[config.mk]
export PLATFORM = sky130hd
export DESIGN_NAME = surd_fraction_normalizer_top
export DESIGN_NICKNAME = d
export VERILOG_FILES = /design/src/sfn_pkg.sv /design/src/sfn_div.sv /design/src/surd_fraction_normalizer_top.sv
export SDC_FILE = /design/constraint.sdc
export NUM_CORES = 1
export LEC_CHECK = 0
export BUFFER_PORTS_ARGS = -buffer_cell sky130_fd_sc_hd__buf_2
export CAP_MARGIN = 20
export CORE_ASPECT_RATIO = 0.6
export CORE_MARGIN = 2
export CORE_UTILIZATION = 31
export CTS_CLUSTER_SIZE = 16
export DETAILED_ROUTE_END_ITERATION = 10
export PLACE_DENSITY = 0.53
export SYNTH_ARGS = -nofsm -noshare
export SYNTH_HDL_FRONTEND = slang
export SYNTH_HIERARCHICAL = 1
export SYNTH_SLANG_ARGS = --single-unit
[constraint.sdc]
create_clock -name clk_i -period 15.9 [get_ports clk_i]
set_input_delay 3.18 -clock clk_i [delete_from_list [all_inputs] [get_ports clk_i]]
set_output_delay 3.18 -clock clk_i [all_outputs]
set_load 0.005 [all_outputs]
[src/sfn_pkg.sv]
package sfn_pkg;

  // fixed field widths
  localparam int DEN_BITS       = 9;
  localparam int DEN_MAG_BITS   = 8;
  localparam int DEN_SQ_BITS    = 16;
  localparam int COEFF_OUT_BITS = 24;
  localparam int RAD_OUT_BITS   = 16;
  localparam int DEN_OUT_BITS   = 8;

  // the one nonzero denominator code whose magnitude does not fit the output
  localparam logic [DEN_BITS-1:0] DEN_UNREPRESENTABLE = 9'h100;

  // sequencer states
  typedef enum logic [13:0] {
    ST_IDLE      = 14'b00000000000001,
    ST_CHECK     = 14'b00000000000010,
    ST_DIVD_WAIT = 14'b00000000000100,
    ST_ROOT      = 14'b00000000001000,
    ST_KSQ       = 14'b00000000010000,
    ST_KCMP      = 14'b00000000100000,
    ST_FDIV_WAIT = 14'b00000001000000,
    ST_SCALE     = 14'b00000010000000,
    ST_GCD       = 14'b00000100000000,
    ST_GCD_WAIT  = 14'b00001000000000,
    ST_QMAG      = 14'b00010000000000,
    ST_QMAG_WAIT = 14'b00100000000000,
    ST_QDEN_WAIT = 14'b01000000000000,
    ST_DONE      = 14'b10000000000000
  } state_e;

endpackage

[src/sfn_div.sv]
module sfn_div #(
  parameter int WIDTH = 24
) (
  input  logic             clk_i,
  input  logic             rst_ni,
  input  logic             start_i,
  input  logic [WIDTH-1:0] dividend_i,
  input  logic [WIDTH-1:0] divisor_i,
  output logic             done_o,
  output logic [WIDTH-1:0] quotient_o,
  output logic [WIDTH-1:0] remainder_o
);

  localparam int CntW = $clog2(WIDTH);

  logic            busy_q;
  logic            done_q;
  logic [CntW-1:0] cnt_q;
  logic [WIDTH-1:0] rem_q, quo_q, dvs_q;

  logic [WIDTH:0]   shifted;
  logic [WIDTH:0]   diff;
  logic             ge;
  logic [WIDTH-1:0] rem_n;

  // one restoring step: shift in the next dividend bit, subtract if it fits
  always_comb begin
    shifted = {rem_q, quo_q[WIDTH-1]};
    ge      = shifted >= {1'b0, dvs_q};
    diff    = shifted - {1'b0, dvs_q};
    rem_n   = ge ? diff[WIDTH-1:0] : shifted[WIDTH-1:0];
  end

  // step counter and done flag
  always_ff @(posedge clk_i or negedge rst_ni) begin
    if (!rst_ni) begin
      busy_q <= 1'b0;
      done_q <= 1'b0;
      cnt_q  <= '0;
    end else if (start_i && !busy_q) begin
      busy_q <= 1'b1;
      done_q <= 1'b0;
      cnt_q  <= CntW'(WIDTH - 1);
    end else if (busy_q) begin
      if (cnt_q == '0) begin
        busy_q <= 1'b0;
        done_q <= 1'b1;
      end else begin
        cnt_q <= cnt_q - CntW'(1);
      end
    end
  end

  // partial remainder and quotient shift register
  always_ff @(posedge clk_i) begin
    if (start_i && !busy_q) begin
      rem_q <= '0;
      quo_q <= dividend_i;
      dvs_q <= divisor_i;
    end else if (busy_q) begin
      rem_q <= rem_n;
      quo_q <= {quo_q[WIDTH-2:0], ge};
    end
  end

  assign done_o      = done_q;
  assign quotient_o  = quo_q;
  assign remainder_o = rem_q;

endmodule

[src/surd_fraction_normalizer_top.sv]
// channel  | valid / ready            | payload
// ---------+--------------------------+------------------------------------------------
// input    | in_valid_i / in_ready_o  | coefficient_i, radicand_i, denominator_i
// output   | out_valid_o / out_ready_i| coefficient_out_o, radicand_out_o,
//          |                          | denominator_out_o, error_o
//
// One transaction at a time; in_ready_o is high only while the sequencer is idle.
// Every divide runs through one shared restoring divider of DW bits (DW = max of
// COEFF_BITS + ceil(RADICAND_BITS/2), RADICAND_BITS, 16). Square-factor trial
// tries divisor 2, then odd values up to sqrt of the radicand, removing each square
// factor found; gcd and the two final divides follow. An error transaction skips
// the divider. A finished result waits in the output register while the next
// transaction is taken. Reset clears the sequencer and output valid.
module surd_fraction_normalizer_top #(
  parameter int COEFF_BITS    = 16,
  parameter int RADICAND_BITS = 16
) (
  input  logic                                     clk_i,
  input  logic                                     rst_ni,
  input  logic                                     in_valid_i,
  output logic                                     in_ready_o,
  input  logic signed [COEFF_BITS-1:0]             coefficient_i,
  input  logic        [RADICAND_BITS-1:0]          radicand_i,
  input  logic signed [sfn_pkg::DEN_BITS-1:0]      denominator_i,
  output logic                                     out_valid_o,
  input  logic                                     out_ready_i,
  output logic signed [sfn_pkg::COEFF_OUT_BITS-1:0] coefficient_out_o,
  output logic        [sfn_pkg::RAD_OUT_BITS-1:0]   radicand_out_o,
  output logic        [sfn_pkg::DEN_OUT_BITS-1:0]   denominator_out_o,
  output logic                                     error_o
);

  import sfn_pkg::*;

  localparam int SqW  = (RADICAND_BITS + 1) / 2;
  localparam int KW   = SqW + 1;
  localparam int KsqW = 2 * KW;
  localparam int MW   = COEFF_BITS + SqW;
  localparam int DW0  = (MW > RADICAND_BITS) ? MW : RADICAND_BITS;
  localparam int DW   = (DW0 > DEN_SQ_BITS) ? DW0 : DEN_SQ_BITS;
  localparam int OW   = (MW + 1 > COEFF_OUT_BITS) ? MW + 1 : COEFF_OUT_BITS;
  localparam int RXW  = (RADICAND_BITS > RAD_OUT_BITS) ? RADICAND_BITS : RAD_OUT_BITS;

  state_e state_q, state_d;

  logic signed [COEFF_BITS-1:0] c_q;
  logic [RADICAND_BITS-1:0]     r_q;
  logic [DEN_BITS-1:0]          d_q;
  logic                         err_q;
  logic [COEFF_BITS-1:0]        cmag_q;
  logic                         neg_q;
  logic [DEN_MAG_BITS-1:0]      dmag_q;
  logic [KW-1:0]                k_q;
  logic [KsqW-1:0]              ksq_q;
  logic [SqW-1:0]               sq_q;
  logic [MW-1:0]                mag_q;
  logic [DW-1:0]                ga_q;
  logic [DEN_MAG_BITS-1:0]      gb_q;

  logic                         out_valid_q;
  logic [COEFF_OUT_BITS-1:0]    coef_q;
  logic [RAD_OUT_BITS-1:0]      rad_q;
  logic [DEN_OUT_BITS-1:0]      den_q;
  logic                         err_out_q;

  // shared divider
  logic          div_start;
  logic [DW-1:0] div_a, div_b;
  logic          div_done;
  logic [DW-1:0] div_quo, div_rem;

  // small helpers around the divider
  logic [COEFF_BITS-1:0]     cneg_c, cmag_c;
  logic [DEN_BITS-1:0]       dneg_c;
  logic [DEN_MAG_BITS-1:0]   dmag_c;
  logic [DEN_SQ_BITS-1:0]    dd_c;
  logic [KsqW-1:0]           ksq_c;
  logic [SqW+KW-1:0]         sqk_c;
  logic [MW-1:0]             prod_c;
  logic                      trial_fits;
  logic                      load_out;
  logic [OW-1:0]             mag_ext, cval_c;
  logic [RXW-1:0]            r_ext;

  // magnitudes, squares and products
  always_comb begin
    cneg_c     = ~c_q + COEFF_BITS'(1);
    cmag_c     = c_q[COEFF_BITS-1] ? cneg_c : c_q;
    dneg_c     = ~d_q + DEN_BITS'(1);
    dmag_c     = d_q[DEN_BITS-1] ? dneg_c[DEN_MAG_BITS-1:0] : d_q[DEN_MAG_BITS-1:0];
    dd_c       = DEN_SQ_BITS'(dmag_c) * DEN_SQ_BITS'(dmag_c);
    ksq_c      = KsqW'(k_q) * KsqW'(k_q);
    sqk_c      = (SqW + KW)'(sq_q) * (SqW + KW)'(k_q);
    prod_c     = MW'(cmag_q) * MW'(sq_q);
    trial_fits = ksq_q <= KsqW'(r_q);
  end

  // sequencer and divider operand select
  always_comb begin
    state_d   = state_q;
    div_start = 1'b0;
    div_a     = '0;
    div_b     = '0;
    case (state_q)
      ST_IDLE: begin
        if (in_valid_i) state_d = ST_CHECK;
      end
      ST_CHECK: begin
        if (err_q) begin
          state_d = ST_DONE;
        end else begin
          div_start = 1'b1;
          div_a     = DW'(r_q);
          div_b     = DW'(dd_c);
          state_d   = ST_DIVD_WAIT;
        end
      end
      ST_DIVD_WAIT: begin
        if (div_done) state_d = ST_ROOT;
      end
      ST_ROOT: begin
        if (cmag_q == '0 || r_q == '0) state_d = ST_SCALE;
        else state_d = ST_KSQ;
      end
      ST_KSQ: begin
        state_d = ST_KCMP;
      end
      ST_KCMP: begin
        if (trial_fits) begin
          div_start = 1'b1;
          div_a     = DW'(r_q);
          div_b     = DW'(ksq_q);
          state_d   = ST_FDIV_WAIT;
        end else begin
          state_d = ST_SCALE;
        end
      end
      ST_FDIV_WAIT: begin
        if (div_done) begin
          if (div_rem == '0) state_d = ST_KCMP;
          else state_d = ST_KSQ;
        end
      end
      ST_SCALE: begin
        state_d = ST_GCD;
      end
      ST_GCD: begin
        if (gb_q == '0) begin
          state_d = ST_QMAG;
        end else begin
          div_start = 1'b1;
          div_a     = ga_q;
          div_b     = DW'(gb_q);
          state_d   = ST_GCD_WAIT;
        end
      end
      ST_GCD_WAIT: begin
        if (div_done) state_d = ST_GCD;
      end
      ST_QMAG: begin
        div_start = 1'b1;
        div_a     = DW'(mag_q);
        div_b     = ga_q;
        state_d   = ST_QMAG_WAIT;
      end
      ST_QMAG_WAIT: begin
        if (div_done) begin
          div_start = 1'b1;
          div_a     = DW'(dmag_q);
          div_b     = ga_q;
          state_d   = ST_QDEN_WAIT;
        end
      end
      ST_QDEN_WAIT: begin
        if (div_done) state_d = ST_DONE;
      end
      ST_DONE: begin
        if (!out_valid_q || out_ready_i) state_d = ST_IDLE;
      end
      default: begin
        state_d = ST_IDLE;
      end
    endcase
  end

  assign in_ready_o = (state_q == ST_IDLE);
  assign load_out   = (state_q == ST_DONE) && (!out_valid_q || out_ready_i);

  // control registers
  always_ff @(posedge clk_i or negedge rst_ni) begin
    if (!rst_ni) begin
      state_q     <= ST_IDLE;
      out_valid_q <= 1'b0;
    end else begin
      state_q <= state_d;
      if (out_valid_q && out_ready_i) out_valid_q <= 1'b0;
      if (load_out) out_valid_q <= 1'b1;
    end
  end

  // working registers
  always_ff @(posedge clk_i) begin
    case (state_q)
      ST_IDLE: begin
        if (in_valid_i) begin
          c_q   <= coefficient_i;
          r_q   <= radicand_i;
          d_q   <= denominator_i;
          err_q <= (denominator_i == '0) || (denominator_i == DEN_UNREPRESENTABLE);
        end
      end
      ST_CHECK: begin
        cmag_q <= cmag_c;
        neg_q  <= c_q[COEFF_BITS-1] ^ d_q[DEN_BITS-1];
        dmag_q <= dmag_c;
      end
      // denominator squared divides the radicand
      ST_DIVD_WAIT: begin
        if (div_done && div_rem == '0) begin
          r_q    <= div_quo[RADICAND_BITS-1:0];
          dmag_q <= DEN_MAG_BITS'(1);
        end
      end
      ST_ROOT: begin
        if (cmag_q == '0 || r_q == '0) begin
          r_q  <= RADICAND_BITS'(1);
          sq_q <= '0;
        end else begin
          k_q  <= KW'(2);
          sq_q <= SqW'(1);
        end
      end
      ST_KSQ: begin
        ksq_q <= ksq_c;
      end
      // pull a square factor out, or move on to the next trial divisor
      ST_FDIV_WAIT: begin
        if (div_done) begin
          if (div_rem == '0) begin
            r_q  <= div_quo[RADICAND_BITS-1:0];
            sq_q <= sqk_c[SqW-1:0];
          end else if (k_q == KW'(2)) begin
            k_q <= KW'(3);
          end else begin
            k_q <= k_q + KW'(2);
          end
        end
      end
      ST_SCALE: begin
        mag_q <= prod_c;
        ga_q  <= DW'(prod_c);
        gb_q  <= dmag_q;
      end
      ST_GCD_WAIT: begin
        if (div_done) begin
          ga_q <= DW'(gb_q);
          gb_q <= div_rem[DEN_MAG_BITS-1:0];
        end
      end
      ST_QMAG_WAIT: begin
        if (div_done) mag_q <= div_quo[MW-1:0];
      end
      ST_QDEN_WAIT: begin
        if (div_done) dmag_q <= div_quo[DEN_MAG_BITS-1:0];
      end
      default: begin
      end
    endcase
  end

  // result formatting
  always_comb begin
    mag_ext = OW'(mag_q);
    cval_c  = neg_q ? (~mag_ext + OW'(1)) : mag_ext;
    r_ext   = RXW'(r_q);
  end

  // output register
  always_ff @(posedge clk_i) begin
    if (load_out) begin
      if (err_q) begin
        coef_q    <= '0;
        rad_q     <= '0;
        den_q     <= '0;
        err_out_q <= 1'b1;
      end else begin
        coef_q    <= cval_c[COEFF_OUT_BITS-1:0];
        rad_q     <= r_ext[RAD_OUT_BITS-1:0];
        den_q     <= dmag_q;
        err_out_q <= 1'b0;
      end
    end
  end

  sfn_div #(
    .WIDTH(DW)
  ) u_div (
    .clk_i       (clk_i),
    .rst_ni      (rst_ni),
    .start_i     (div_start),
    .dividend_i  (div_a),
    .divisor_i   (div_b),
    .done_o      (div_done),
    .quotient_o  (div_quo),
    .remainder_o (div_rem)
  );

  assign out_valid_o       = out_valid_q;
  assign coefficient_out_o = coef_q;
  assign radicand_out_o    = rad_q;
  assign denominator_out_o = den_q;
  assign error_o           = err_out_q;

endmodule

==> After elaboration in Yosys (flattened, before gate mapping) <==
Index checks and enable logic that the tools add are counted.
{ "op_classes": {"addsub": 6, "n_mul": 4, "n_div": 0, "magnitude_cmp": 2, "n_eq_ne": 29, "n_shift": 0, "muxes": 70, "bitwise": 4, "n_reduce_logical": 33} }
{ "ops": {"columns": ["operator", "n"], "rows": [
  ["one-hot mux 24 bit (5 select lines)", 2],
  ["one-hot mux 14 bit (14 select lines)", 1],
  ["2-to-1 mux 24 bit", 8],
  ["2-to-1 mux 16 bit", 8],
  ["2-to-1 mux 14 bit", 8],
  ["one-hot mux 24 bit (2 select lines)", 2],
  ["2-to-1 mux 8 bit", 10],
  ["one-hot mux 16 bit (4 select lines)", 1],
  ["2-to-1 mux 9 bit", 4],
  ["logical NOT 16 bit", 2],
  ["one-hot mux 8 bit (2 select lines)", 2],
  [">= comparator 25 x 24 -> 1 bit", 1],
  ["adder 24 x 1 -> 24 bit (second input constant)", 1],
  ["logical NOT 24 bit", 1],
  ["multiplier 16 x 8 -> 24 bit", 1],
  ["inverter 24 bit", 1],
  ["one-hot mux 8 bit (3 select lines)", 1],
  ["subtractor 24 bit", 1],
  ["less-or-equal comparator 18 x 16 -> 1 bit", 1],
  ["multiplier 9 x 9 -> 18 bit", 1],
  ["2-to-1 mux 18 bit", 1],
  ["one-hot mux 9 bit (2 select lines)", 1],
  ["adder 16 x 2 -> 16 bit (second input constant)", 1],
  ["multiplier 8 x 8 -> 16 bit", 1],
  ["other kinds (45)", 87]
]} }
{ "totals": {"reg_bits": 301, "latchBits": 0, "mem_bits_rw": 0, "rom_bits": 0, "word_cells": 174, "mem_count": 0} }

==> Depth between registers and ports, before layout <==
Gate-level depths: netlist of the first run.
{ "logic_depth": {"depth_word": 6, "ltp_mapped": 22, "ltp_nobuf": 22} }

==> Hierarchy <==
The synthesis of the first run kept the hierarchy.
{ "modules_own_cells": {"columns": ["mod", "n_inst", "cells_per_inst", "area_per_inst_um2", "seq_area_each_um2"], "rows": [
  ["surd_fraction_normalizer_top", 1, 1945, 18940.7, 6562.5],
  ["sfn_div", 1, 471, 4433.0, 2097.0]
]} }

==> Worst setup path before layout of the first run <==
No wires, ideal clock.
{ "synth_path": {"path_kind": "input port to flip-flop", "start": "input port out_ready_i", "end": "register coef_q[0] (netlist: coefficient_out_o[0]), enable pin", "setup_ns": 0.472, "arrival_time_ns": 5.622, "path_slack_ns": 9.806, "stages": 2, "n_path_buf": 0, "cell_sequence": "inv_1 -> a21oi_1"} }
{ "synth_via": {"elab_chain_len": 2} }
{ "synth_rtl": {"columns": ["element", "line_no", "text"], "rows": [
  ["from (decl)", "surd_fraction_normalizer_top.sv:26", "input logic out_ready_i,"],
  ["logical OR 1 bit", "surd_fraction_normalizer_top.sv:187", "assign load_out = (state_q == ST_DONE) && (!out_valid_q || out_ready_i);"],
  ["logical AND 1 bit", "surd_fraction_normalizer_top.sv:187", null],
  ["named net load_out", "surd_fraction_normalizer_top.sv:81", "logic load_out;"],
  ["to (signal assigned)", "surd_fraction_normalizer_top.sv:287", "coef_q <= cval_c[COEFF_OUT_BITS-1:0];"],
  ["to (decl)", "surd_fraction_normalizer_top.sv:61", "logic [COEFF_OUT_BITS-1:0] coef_q;"]
]} }
The timed path passes the listed nets, and every way through them passes these cells.
A chain may end at the register's enable or synchronous reset.

==> Final worst setup path of the first run <==
{ "layout_path": {"start": "register d_q[0]", "end": "register u_div.dvs_q[15] (data pin)"} }
{ "layout_via": {"elab_chain_len": 6} }
{ "layout_rtl": {"columns": ["element", "line_no", "text"], "rows": [
  ["from (decl)", "surd_fraction_normalizer_top.sv:48", "logic [DEN_BITS-1:0] d_q;"],
  ["from (signal assigned)", "surd_fraction_normalizer_top.sv:208", "d_q <= denominator_i;"],
  ["inverter 8 bit", "surd_fraction_normalizer_top.sv:89", "dneg_c = ~d_q + DEN_BITS'(1);"],
  ["adder 8 x 1 -> 8 bit", "surd_fraction_normalizer_top.sv:89", null],
  ["2-to-1 mux 8 bit (*)", "surd_fraction_normalizer_top.sv:90", "dmag_c = d_q[DEN_BITS-1] ? dneg_c[DEN_MAG_BITS-1:0] : d_q[DEN_MAG_BITS-1:0];"],
  ["multiplier 8 x 8 -> 16 bit (*)", "surd_fraction_normalizer_top.sv:91", "dd_c = DEN_SQ_BITS'(dmag_c) * DEN_SQ_BITS'(dmag_c);"],
  ["2-to-1 mux 16 bit (*)", "surd_fraction_normalizer_top.sv:109", "if (err_q) begin"],
  ["one-hot mux 24 bit (5 select lines) (*)", "surd_fraction_normalizer_top.sv:104", "case (state_q)"],
  ["named net div_b[15]", "surd_fraction_normalizer_top.sv:68", "logic [DW-1:0] div_a, div_b;"],
  ["to (signal assigned)", "sfn_div.sv:59", "dvs_q <= divisor_i;"],
  ["to (decl)", "sfn_div.sv:19", "logic [WIDTH-1:0] rem_q, quo_q, dvs_q;"]
]} }
Mark *: on every way through the listed nets, which the timed path passes. The rest lies on a longest branch.

==> summary.log, run 1 <==
INFO  status         result_of_the_run=finished clean
INFO  clock_tree     cts_resizes=0
INFO  power_and_ir_drop p_leak=11.4nW
INFO  min_path       hold-path-cell-count=2
INFO  logic_synthesis synth_top_area_cell=sky130_fd_sc_hd__edfxtp_1
INFO  route          dr.first_iter.drc_count=2,050
INFO  critical_path  worst-r2r-cell-count=21
INFO  critical_path  cp-startpoint=d_q[0]
INFO  sta            timing.fmax=151MHz
INFO  global_route   grt_start_max_net_pins=52
INFO  sta            worst-slew-pin-transition=1.11ns
INFO  die            die_w=358um
INFO  route          vias_per_cell=5.15
INFO  clock_tree     cts_tree=done
INFO  power_and_ir_drop seqPwrFrac=28.1%
INFO  cells_and_area postLayoutCellArea=26,000um^2
INFO  route          detail_route.wirelength=71,600um
INFO  power_and_ir_drop power.combinational.fraction=53.5%
INFO  cells_and_area flow.area_growth_from_synthesis=11.1%
INFO  power_and_ir_drop internal_power=2.41mW
INFO  placement      io_buffer_count=95
INFO  power_and_ir_drop clkPwrFrac=18.3%
INFO  cells_and_area fraction_of_layout_instances_using_a_drive_strength_above_1=8.46%
INFO  logic_synthesis synth_nets=2,783
INFO  die            rows=77
INFO  placement      post-dp-hpwl=55,800um
INFO  global_route   first_global_vias=17,610
INFO  clock_tree     post_cts_hold_buffer_count=0
INFO  global_route   wire_length_of_the_first_global_routing_pass=110,000um
INFO  die            chipHeight=217um
INFO  logic_synthesis synth_edf_count=254
INFO  logic_synthesis netlist_area=23,400um^2
INFO  die            initial_core_util=31.5%
INFO  logic_synthesis synth_top_area_share=32.6%
INFO  route          route.met2.wl=26,700um
INFO  global_route   grt-ovfl-total=0
INFO  critical_path  critical_path_arrival=6.91ns
INFO  sta            final.hold.worst_slack=0.509ns
INFO  sta            slew-limit-headroom=25.9%
INFO  cells_and_area insertedDiodeCount=0
INFO  die            core=74,100um^2
INFO  clock_tree     clock_tree.buffer_depth=3
INFO  global_route   initial_antenna_violation_count=1
INFO  critical_path  critical_path.max_fanout=9
INFO  route          detail_route.first_pass.iterations=7
INFO  min_path       worst_hold_path_type=flip-flop to flip-flop
INFO  flow_run       maxCapViolations=0
INFO  sta            rsz0062_at_grt=false
INFO  logic_synthesis postSynth.asyncResetShare=7.33%
INFO  logic_synthesis postSynth.topFlopCell=sky130_fd_sc_hd__edfxtp_1
INFO  sta            min_period_over_period=41.6%
INFO  power_and_ir_drop sw_pwr=1.91mW
INFO  logic_synthesis syn-instance-count=2,416
INFO  sta            post-route-worst-setup-slack=9.29ns
INFO  route          drtAntennaViolNets=0
INFO  placement      post-place-ws=9.37ns
INFO  power_and_ir_drop vdd.ir_drop.worst=304uV
INFO  route          drc=0
INFO  clock_tree     clockRootBuffer=sky130_fd_sc_hd__clkbuf_16
INFO  critical_path  rr_startpoint=d_q[0]
INFO  cells_and_area final_core_util=35.0%
INFO  route          detailroute.wirelength.met3=7630um
INFO  power_and_ir_drop sw_frac_of_total=44.3%
INFO  sta            setup_total_negative_slack=0ns
INFO  clock_tree     worst_skew_pair.late_latency=0.58ns
INFO  clock_tree     htreeDepth=2
INFO  sta            timing.clock.skew=0.0325ns
INFO  cells_and_area final_nets=2,836
INFO  die            pin_count=96
INFO  critical_path  path_class=flip-flop to flip-flop
INFO  clock_tree     number_of_clock_sinks=300
INFO  sta            timing.final.crit_period=6.61ns
INFO  clock_tree     cts.reportedPaths.clkPinSlew=0.07ns
INFO  critical_path  cp-end-kind=flip-flop
INFO  power_and_ir_drop power_per_cell_area=166nW/um^2
INFO  route          route.layer.met1.wl=36,200um
INFO  sta            timing.final.max_slew_violations=0
INFO  placement      detailed_place.area=24,900um^2
INFO  critical_path  critical_path.startpoint_type=flip-flop
INFO  logic_synthesis synthesis.area_per_instance=9.67um^2
INFO  logic_synthesis yosys.cell_types.count=84
INFO  logic_synthesis synth_seq_cells=300
INFO  sta            final-setup-viol-count=0
INFO  logic_synthesis yosysWarningCount=6
INFO  placement      gp_congestion=0.955
INFO  critical_path  cp_data_required_time=16.19ns
INFO  logic_synthesis ys_top_cells_by_area=sky130_fd_sc_hd__edfxtp_1 (33%), sky130_fd_sc_hd__fa_1 (13%), sky130_fd_sc_hd__ha_1 (8.8%)
INFO  die            fp.dieArea=77,700um^2
INFO  route          maxUsedRoutingLayer=met4
INFO  clock_tree     cts_buffers=35
INFO  route          wl_per_cell=20.6um
INFO  min_path       min_delay_startpoint=u_div/remainder_o[23]
INFO  global_route   gr-usage-all-layers=18.7%
INFO  sta            timing_hold_violations_final=0
INFO  logic_synthesis yosysSeqAreaShare=37.0%
INFO  route          detailroute.via_count=17,948
INFO  clock_tree     postCtsSetupBuffers=0
[path summary, 6_finish.rpt]
| path | to | slack, ns |
|---|---|---|
| min reg2reg | u_div/remainder_o[23] | 0.51 |
| min | u_div/remainder_o[23] | 0.51 |
| min in group asynchronous | u_div/cnt_q[1] | 2.64 |
| max | u_div/dvs_q[15] | 9.29 |
| max reg2reg | u_div/dvs_q[15] | 9.29 |
| max in group asynchronous | out_valid_o | 12.77 |
[placed cells by master, fill, tap and decap left out, types with 8 or more instances in the layout]
master / instances
sky130_fd_sc_hd__nand2_1: 379
sky130_fd_sc_hd__or2_2: 17
sky130_fd_sc_hd__o41ai_1: 8
sky130_fd_sc_hd__clkbuf_16: 37
sky130_fd_sc_hd__a22o_1: 23
sky130_fd_sc_hd__o31ai_1: 12
sky130_fd_sc_hd__nand3_1: 21
sky130_fd_sc_hd__nand2b_1: 23
sky130_fd_sc_hd__dfxtp_1: 24
sky130_fd_sc_hd__dfrtp_1: 21
sky130_fd_sc_hd__a21oi_1: 78
sky130_fd_sc_hd__o21ai_0: 133
sky130_fd_sc_hd__fa_1: 157
sky130_fd_sc_hd__nor3_1: 29
sky130_fd_sc_hd__or3_1: 13
sky130_fd_sc_hd__a31oi_1: 9
sky130_fd_sc_hd__or4_1: 8
sky130_fd_sc_hd__edfxtp_1: 254
sky130_fd_sc_hd__and3_1: 19
sky130_fd_sc_hd__clkinv_1: 8
sky130_fd_sc_hd__a22oi_1: 14
sky130_fd_sc_hd__nor4_1: 22
sky130_fd_sc_hd__nor2b_1: 28
sky130_fd_sc_hd__ha_1: 165
sky130_fd_sc_hd__inv_1: 278
sky130_fd_sc_hd__nor2_1: 155
sky130_fd_sc_hd__and2_1: 107
sky130_fd_sc_hd__buf_4: 19
sky130_fd_sc_hd__xor2_1: 70
sky130_fd_sc_hd__o21a_1: 13
sky130_fd_sc_hd__xnor2_1: 67
sky130_fd_sc_hd__a21o_1: 24
sky130_fd_sc_hd__a222oi_1: 16
sky130_fd_sc_hd__buf_2: 96
sky130_fd_sc_hd__nand4_1: 10
[layout make-up]
cell class | instances | area, um^2
Clock inverter | 20 | 114
Sequential cell | 300 | 8660
Clock buffer | 43 | 968
Timing Repair Buffer | 118 | 667
Inverter | 280 | 1050
Multi-Input combinational cell | 1734 | 13300
Fill cell | 7486 | 48100
Tap cell | 987 | 1230
[worst max-delay path: stages, from the launching register on]
cell                       delay (ns)
sky130_fd_sc_hd__edfxtp_1        0.53
sky130_fd_sc_hd__clkinv_1        0.23
sky130_fd_sc_hd__ha_1            0.21
sky130_fd_sc_hd__nand2b_1        0.13
sky130_fd_sc_hd__o41ai_1         0.37
sky130_fd_sc_hd__xor2_1          0.66
sky130_fd_sc_hd__or2_2           0.26
sky130_fd_sc_hd__inv_1           0.06
sky130_fd_sc_hd__fa_1            0.48
sky130_fd_sc_hd__fa_1            0.54
sky130_fd_sc_hd__inv_1           0.06
sky130_fd_sc_hd__fa_1            0.50
sky130_fd_sc_hd__fa_1            0.55
sky130_fd_sc_hd__inv_1           0.05
sky130_fd_sc_hd__ha_1            0.33
sky130_fd_sc_hd__or2_2           0.32
sky130_fd_sc_hd__a21oi_1         0.15
sky130_fd_sc_hd__a21oi_1         0.08
sky130_fd_sc_hd__a221oi_1        0.39
sky130_fd_sc_hd__o21ai_0         0.18
sky130_fd_sc_hd__xnor2_1         0.18
sky130_fd_sc_hd__o21ai_0         0.09
[registers in the layout, summed over array words and instances (netlist names), 17 cells and up]
name               count
coefficient_out_o     24
ga_q                  24
ksq_q                 17
mag_q                 24
u_div/dvs_q           24
u_div/quotient_o      24
u_div/remainder_o     24
[routing by layer]
layer	vias up	track usage, %
met2	648	24.3
met5	-	0
met1	8953	29.7
met3	56	5.89
met4	0	3.40
li1	8291	-
[cell families after synthesis]
family	share of synthesized area, %
AND/OR/NAND/NOR	17.5
AO/OA/AOI/OAI	11.4
buffers and inverters	6.32
adder cells (fa/ha/maj)	22.3
flip-flops	37.0
XOR/XNOR	5.13
multiplexers	0.305
other	0.0321
[power by group through the flow]
| stage | clock network, mW | registers (mW) | logic, mW |
|---|---|---|---|
| 3_3_place_gp | 0 | 1.22 | 2.24 |
| 2_1_floorplan | 0 | 1.13 | 1.71 |
| 6_report | 0.791 | 1.22 | 2.31 |
| 3_5_place_dp | 0 | 1.22 | 2.27 |
| 4_1_cts | 0.809 | 1.21 | 2.28 |
| 5_1_grt | 0.837 | 1.23 | 2.58 |
[synth_stat cells, drive strengths merged (4+ instances only)]
master  count
nand2     380
inv       279
edfxtp    254
ha        165
fa        157
nor2      156
o21ai     140
and2      108
clkbuf     83
a21oi      80
xor2       70
xnor2      67
nor2b      29
nor3       29
a21o       24
dfxtp      24
a22o       23
nand2b     23
nor4       23
dfrtp      21
nand3      21
and3       19
buf        19
or2        18
a222oi     16
a22oi      14
o31ai      14
o21a       13
or3        13
or4        13
nand4      10
a31oi       9
o41ai       9
a211oi      7
a32oi       7
a41oi       6
mux2i       6
o21bai      6
nor3b       5
nor4b       5
o211ai      5
a221oi      4
[stage by stage]
| stage | power, mW | instances |
|---|---|---|
| 6_report | 4.32 | 3482 |
| 5_1_grt | 4.65 | 3482 |
| 4_1_cts | 4.30 | 3479 |
| 3_5_place_dp | 3.49 | 3416 |
| 3_3_place_gp | 3.47 | 3414 |
| 2_1_floorplan | 2.84 | 2416 |
(Power assumes the default switching activity.)
==> inputs of run 2 (changes only) <==
==> constraint.sdc (replaced) <==
create_clock -name clk_i -period 6.5 [get_ports clk_i]
set_input_delay 1.3 -clock clk_i [delete_from_list [all_inputs] [get_ports clk_i]]
set_output_delay 1.3 -clock clk_i [all_outputs]
set_load 0.005 [all_outputs]
==> run 2 against run 1 <==
  * Non-clock buffer count rose by 9
  * Register-to-register slack got worse by 8.9 ns
  * Count of clock-buffer cells in the layout unchanged
  * Routed wire length fell by 0.92%
  * Global-route usage is 0.22 points lower
  * Clock power is 140% higher
  * Cell count is 0.26% higher
  * Largest cell class unchanged
==> summary.log, run 2 (synthesis results as in run 1) <==
INFO  placement      post-place-ws=0.227ns [was 9.37 ns]
INFO  placement      io_buffer_count=95 [unchanged]
INFO  global_route   grt.busiest_layer=met1 [unchanged]
INFO  clock_tree     clockRootBuffer=sky130_fd_sc_hd__clkbuf_16 [unchanged]
INFO  die            rows=77 [unchanged]
INFO  clock_tree     postCtsSetupBuffers=0 [unchanged]
INFO  sta            timing.fmax=164MHz [was 151 MHz]
INFO  cells_and_area fraction_of_layout_instances_using_a_drive_strength_above_1=8.67% [was 8.46%]
INFO  power_and_ir_drop seqPwrFrac=28.7% [was 28.1%]
INFO  critical_path  critPathMaxStageDelay=0.55ns [was 0.66 ns]
INFO  sta            post-route-worst-setup-slack=0.391ns [was 9.29 ns]
INFO  flow_run       maxCapViolations=0 [unchanged]
INFO  route          detail_route.wirelength=70,900um [was 71,600 um]
INFO  power_and_ir_drop vdd.ir_drop.worst=794uV [was 304 uV]
INFO  critical_path  critical-path-top-cell-by-count=sky130_fd_sc_hd__fa_1 [unchanged]
INFO  critical_path  cp_cell_sequence=or3_1 > or4_1 > o21ai_1 > xnor2_2 > nor2_1 > fa_1 > fa_1 > inv_1 > fa_1 > fa_1 > inv_1 > ha_1 > or2_2 > a21oi_1 > a21oi_1 > a221oi_1 > o21ai_0 > xnor2_1 > o21ai_0 [was clkinv_1 > ha_1 > nand2b_1 > o41ai_1 > xor2_1 > or2_2 > inv_1 > fa_1 > fa_1 > inv_1 > fa_1 > fa_1 > inv_1 > ha_1 > or2_2 > a21oi_1 > a21oi_1 > a221oi_1 > o21ai_0 > xnor2_1 > o21ai_0]
INFO  placement      placed_cells_incl_taps=3,426 [was 3,416]
INFO  min_path       min_delay_startpoint=u_div/remainder_o[23] [unchanged]
INFO  critical_path  cp-startpoint=d_q[2] [was d_q[0]]
INFO  clock_tree     htreeDepth=2 [unchanged]
INFO  clock_tree     number_of_clock_sinks=300 [unchanged]
INFO  cells_and_area num-fill-cells=7,486 [unchanged]
INFO  sta            final-setup-viol-count=0 [unchanged]
INFO  die            die_w=358um [unchanged]
INFO  global_route   initial_antenna_violation_count=1 [unchanged]
INFO  route          wl_per_cell=20.3um [was 20.6 um]
INFO  power_and_ir_drop power_per_cell_area=400nW/um^2 [was 166 nW/um^2]
INFO  die            core=74,100um^2 [unchanged]
INFO  sta            slew-limit-headroom=25.5% [was 25.9%]
INFO  critical_path  path_class=flip-flop to flip-flop [unchanged]
INFO  power_and_ir_drop design_power_total=10.4mW [was 4.32 mW]
INFO  cells_and_area flow.area_growth_from_synthesis=11.2% [was 11.1%]
INFO  route          drc=0 [unchanged]
INFO  route          detailroute.via_count=17,963 [was 17,948]
INFO  critical_path  critical_path.max_fanout=8 [was 9]
INFO  cells_and_area layout_common_cells=sky130_fd_sc_hd__nand2_1 (379), sky130_fd_sc_hd__inv_1 (278), sky130_fd_sc_hd__edfxtp_1 (254) [unchanged]
INFO  global_route   gr-usage-all-layers=18.5% [was 18.7%]
INFO  clock_tree     cts_tree=done [unchanged]
INFO  route          drtAntennaViolNets=0 [unchanged]
INFO  cells_and_area layout_commonest_cell=sky130_fd_sc_hd__nand2_1 [unchanged]
INFO  cells_and_area post_layout_nonfiller_instances=3,491 [was 3,482]
INFO  global_route   grtUsageMet1=29.1% [was 29.7%]
INFO  sta            worst-slew-pin-transition=1.12ns [was 1.11 ns]
INFO  power_and_ir_drop sw_pwr=4.55mW [was 1.91 mW]
INFO  clock_tree     cts_buffers=34 [was 35]
INFO  placement      gp_congestion=0.962 [was 0.955]
INFO  power_and_ir_drop p_leak=11.4nW [about the same]
INFO  die            pin_count=96 [unchanged]
INFO  power_and_ir_drop sw_frac_of_total=43.8% [was 44.3%]
INFO  sta            rsz0062_at_grt=false [unchanged]
INFO  clock_tree     cts.reportedPaths.clkPinSlew=0.06ns [was 0.07 ns]
INFO  route          vias_per_cell=5.15 [about the same]
INFO  critical_path  critical_path_arrival=6.41ns [was 6.91 ns]
INFO  global_route   grt_start_max_net_pins=52 [unchanged]
INFO  critical_path  crit_path_top_delay_cell=sky130_fd_sc_hd__fa_1 [was sky130_fd_sc_hd__xor2_1]
INFO  cells_and_area final_nets=2,844 [was 2,836]
INFO  sta            min_period_over_period=94.0% [was 41.6%]
INFO  placement      post-dp-hpwl=55,100um [was 55,800 um]
INFO  critical_path  cp-end-kind=flip-flop [unchanged]
INFO  cells_and_area multi_input_area=13,300um^2 [about the same]
INFO  critical_path  cp_data_required_time=6.80ns [was 16.19 ns]
INFO  die            fp.dieArea=77,700um^2 [unchanged]
INFO  status         result_of_the_run=finished clean [unchanged]
INFO  global_route   first_global_vias=17,569 [was 17,610]
INFO  power_and_ir_drop clkPwrFrac=18.3% [about the same]
INFO  sta            timing.clock.skew=0.0315ns [was 0.0325 ns]
INFO  route          detail_route.first_pass.iterations=9 [was 7]
INFO  cells_and_area final-seq-area=8660um^2 [unchanged]
INFO  global_route   grt-ovfl-total=0 [unchanged]
INFO  clock_tree     clock_tree.buffer_depth=3 [unchanged]
INFO  clock_tree     worst_skew_pair.late_latency=0.58ns [about the same]
INFO  die            initial_core_util=31.5% [unchanged]
INFO  global_route   met2_usage=24.0% [was 24.3%]
INFO  sta            setup_total_negative_slack=0ns [unchanged]
INFO  sta            timing_hold_violations_final=0 [unchanged]
INFO  min_path       worst_hold_path_type=flip-flop to flip-flop [unchanged]
INFO  power_and_ir_drop internal_power=5.83mW [was 2.41 mW]
INFO  power_and_ir_drop power.combinational.fraction=53.0% [was 53.5%]
INFO  critical_path  rr_startpoint=d_q[2] [was d_q[0]]
INFO  sta            timing.final.crit_period=6.11ns [was 6.61 ns]
INFO  sta            timing.final.max_slew_violations=0 [unchanged]
INFO  global_route   wire_length_of_the_first_global_routing_pass=109,000um [was 110,000 um]
INFO  critical_path  critical_path.startpoint_type=flip-flop [unchanged]
INFO  route          dr.first_iter.drc_count=2,183 [was 2,050]
INFO  global_route   grt.met3_usage=6.27% [was 5.89%]
INFO  die            chipHeight=217um [unchanged]
## run 2: cell types whose count changed in the layout (fill, tap and decap cells not counted), moves of 2 or more
cell and change:
sky130_fd_sc_hd__buf_4 +10, sky130_fd_sc_hd__clkbuf_1 +3, sky130_fd_sc_hd__clkinv_2 -2, sky130_fd_sc_hd__clkbuf_16 -3, sky130_fd_sc_hd__clkinv_4 -2, sky130_fd_sc_hd__inv_6 +2
## run 2: metrics by stage
step	hold WS [ns]	instance area (um^2)	util, %
2_1_floorplan	0.424	23400	-
3_3_place_gp	0.487	24900	33.6
3_5_place_dp	0.491	24900	33.6
4_1_cts	0.506	26000	35.0
5_1_grt	0.526	26000	35.1
6_report	0.507	26000	35.1
## run 2: final cells by class
class                      count  share of cell area, %
clock buffer                  43                   3.48
antenna                        1                0.00963
multi-input combinational   1734                   51.1
clock inverter                19                  0.549
tap                          987                   4.75
sequential                   300                   33.3
timing repair buffer         127                   2.75
inverter                     280                   4.05
## run 2: worst paths after layout
check	endpoint	slack, ns	cells past startpoint
max in group asynchronous	state_q[2]	5.26	1
setup / recovery	u_div/dvs_q[15]	0.39	19
hold / removal	u_div/remainder_o[23]	0.51	2
setup reg to reg	u_div/dvs_q[15]	0.39	19
hold reg to reg	u_div/remainder_o[23]	0.51	2
min in group asynchronous	u_div/cnt_q[0]	0.77	1
## run 2: power groups by stage
| stage | logic (mW) | clock network, mW | registers, mW |
|---|---|---|---|
| 2_1_floorplan | 4.18 | 0 | 2.76 |
| 3_3_place_gp | 5.39 | 0 | 2.99 |
| 3_5_place_dp | 5.44 | 0 | 3.00 |
| 4_1_cts | 5.48 | 1.95 | 2.96 |
| 5_1_grt | 6.21 | 2.02 | 3.02 |
| 6_report | 5.51 | 1.90 | 2.98 |
## run 2: timing repair
| item | CTS | global route |
|---|---|---|
| setup endpoints to repair | 0 | 2 |
| hold buffers | 0 | 0 |
| resized for setup | 0 | 2 |
## run 2: critical path: cells and delay by family (launching register included)
| family | cells | cell delay (ns) |
|---|---|---|
| flip-flops | 1 | 0.42 |
| AND/OR/NAND/NOR | 4 | 1.36 |
| adder cells (fa/ha/maj) | 5 | 2.43 |
| AO/OA/AOI/OAI | 6 | 1.13 |
| XOR/XNOR | 2 | 0.37 |
| buffers and inverters | 2 | 0.10 |
## run 2: routing by layer
metal	share of wire, %	wire length [um]
met1	49	35000
met2	37	26500
met3	12	8450
met4	1.3	921
met5	0.076	54
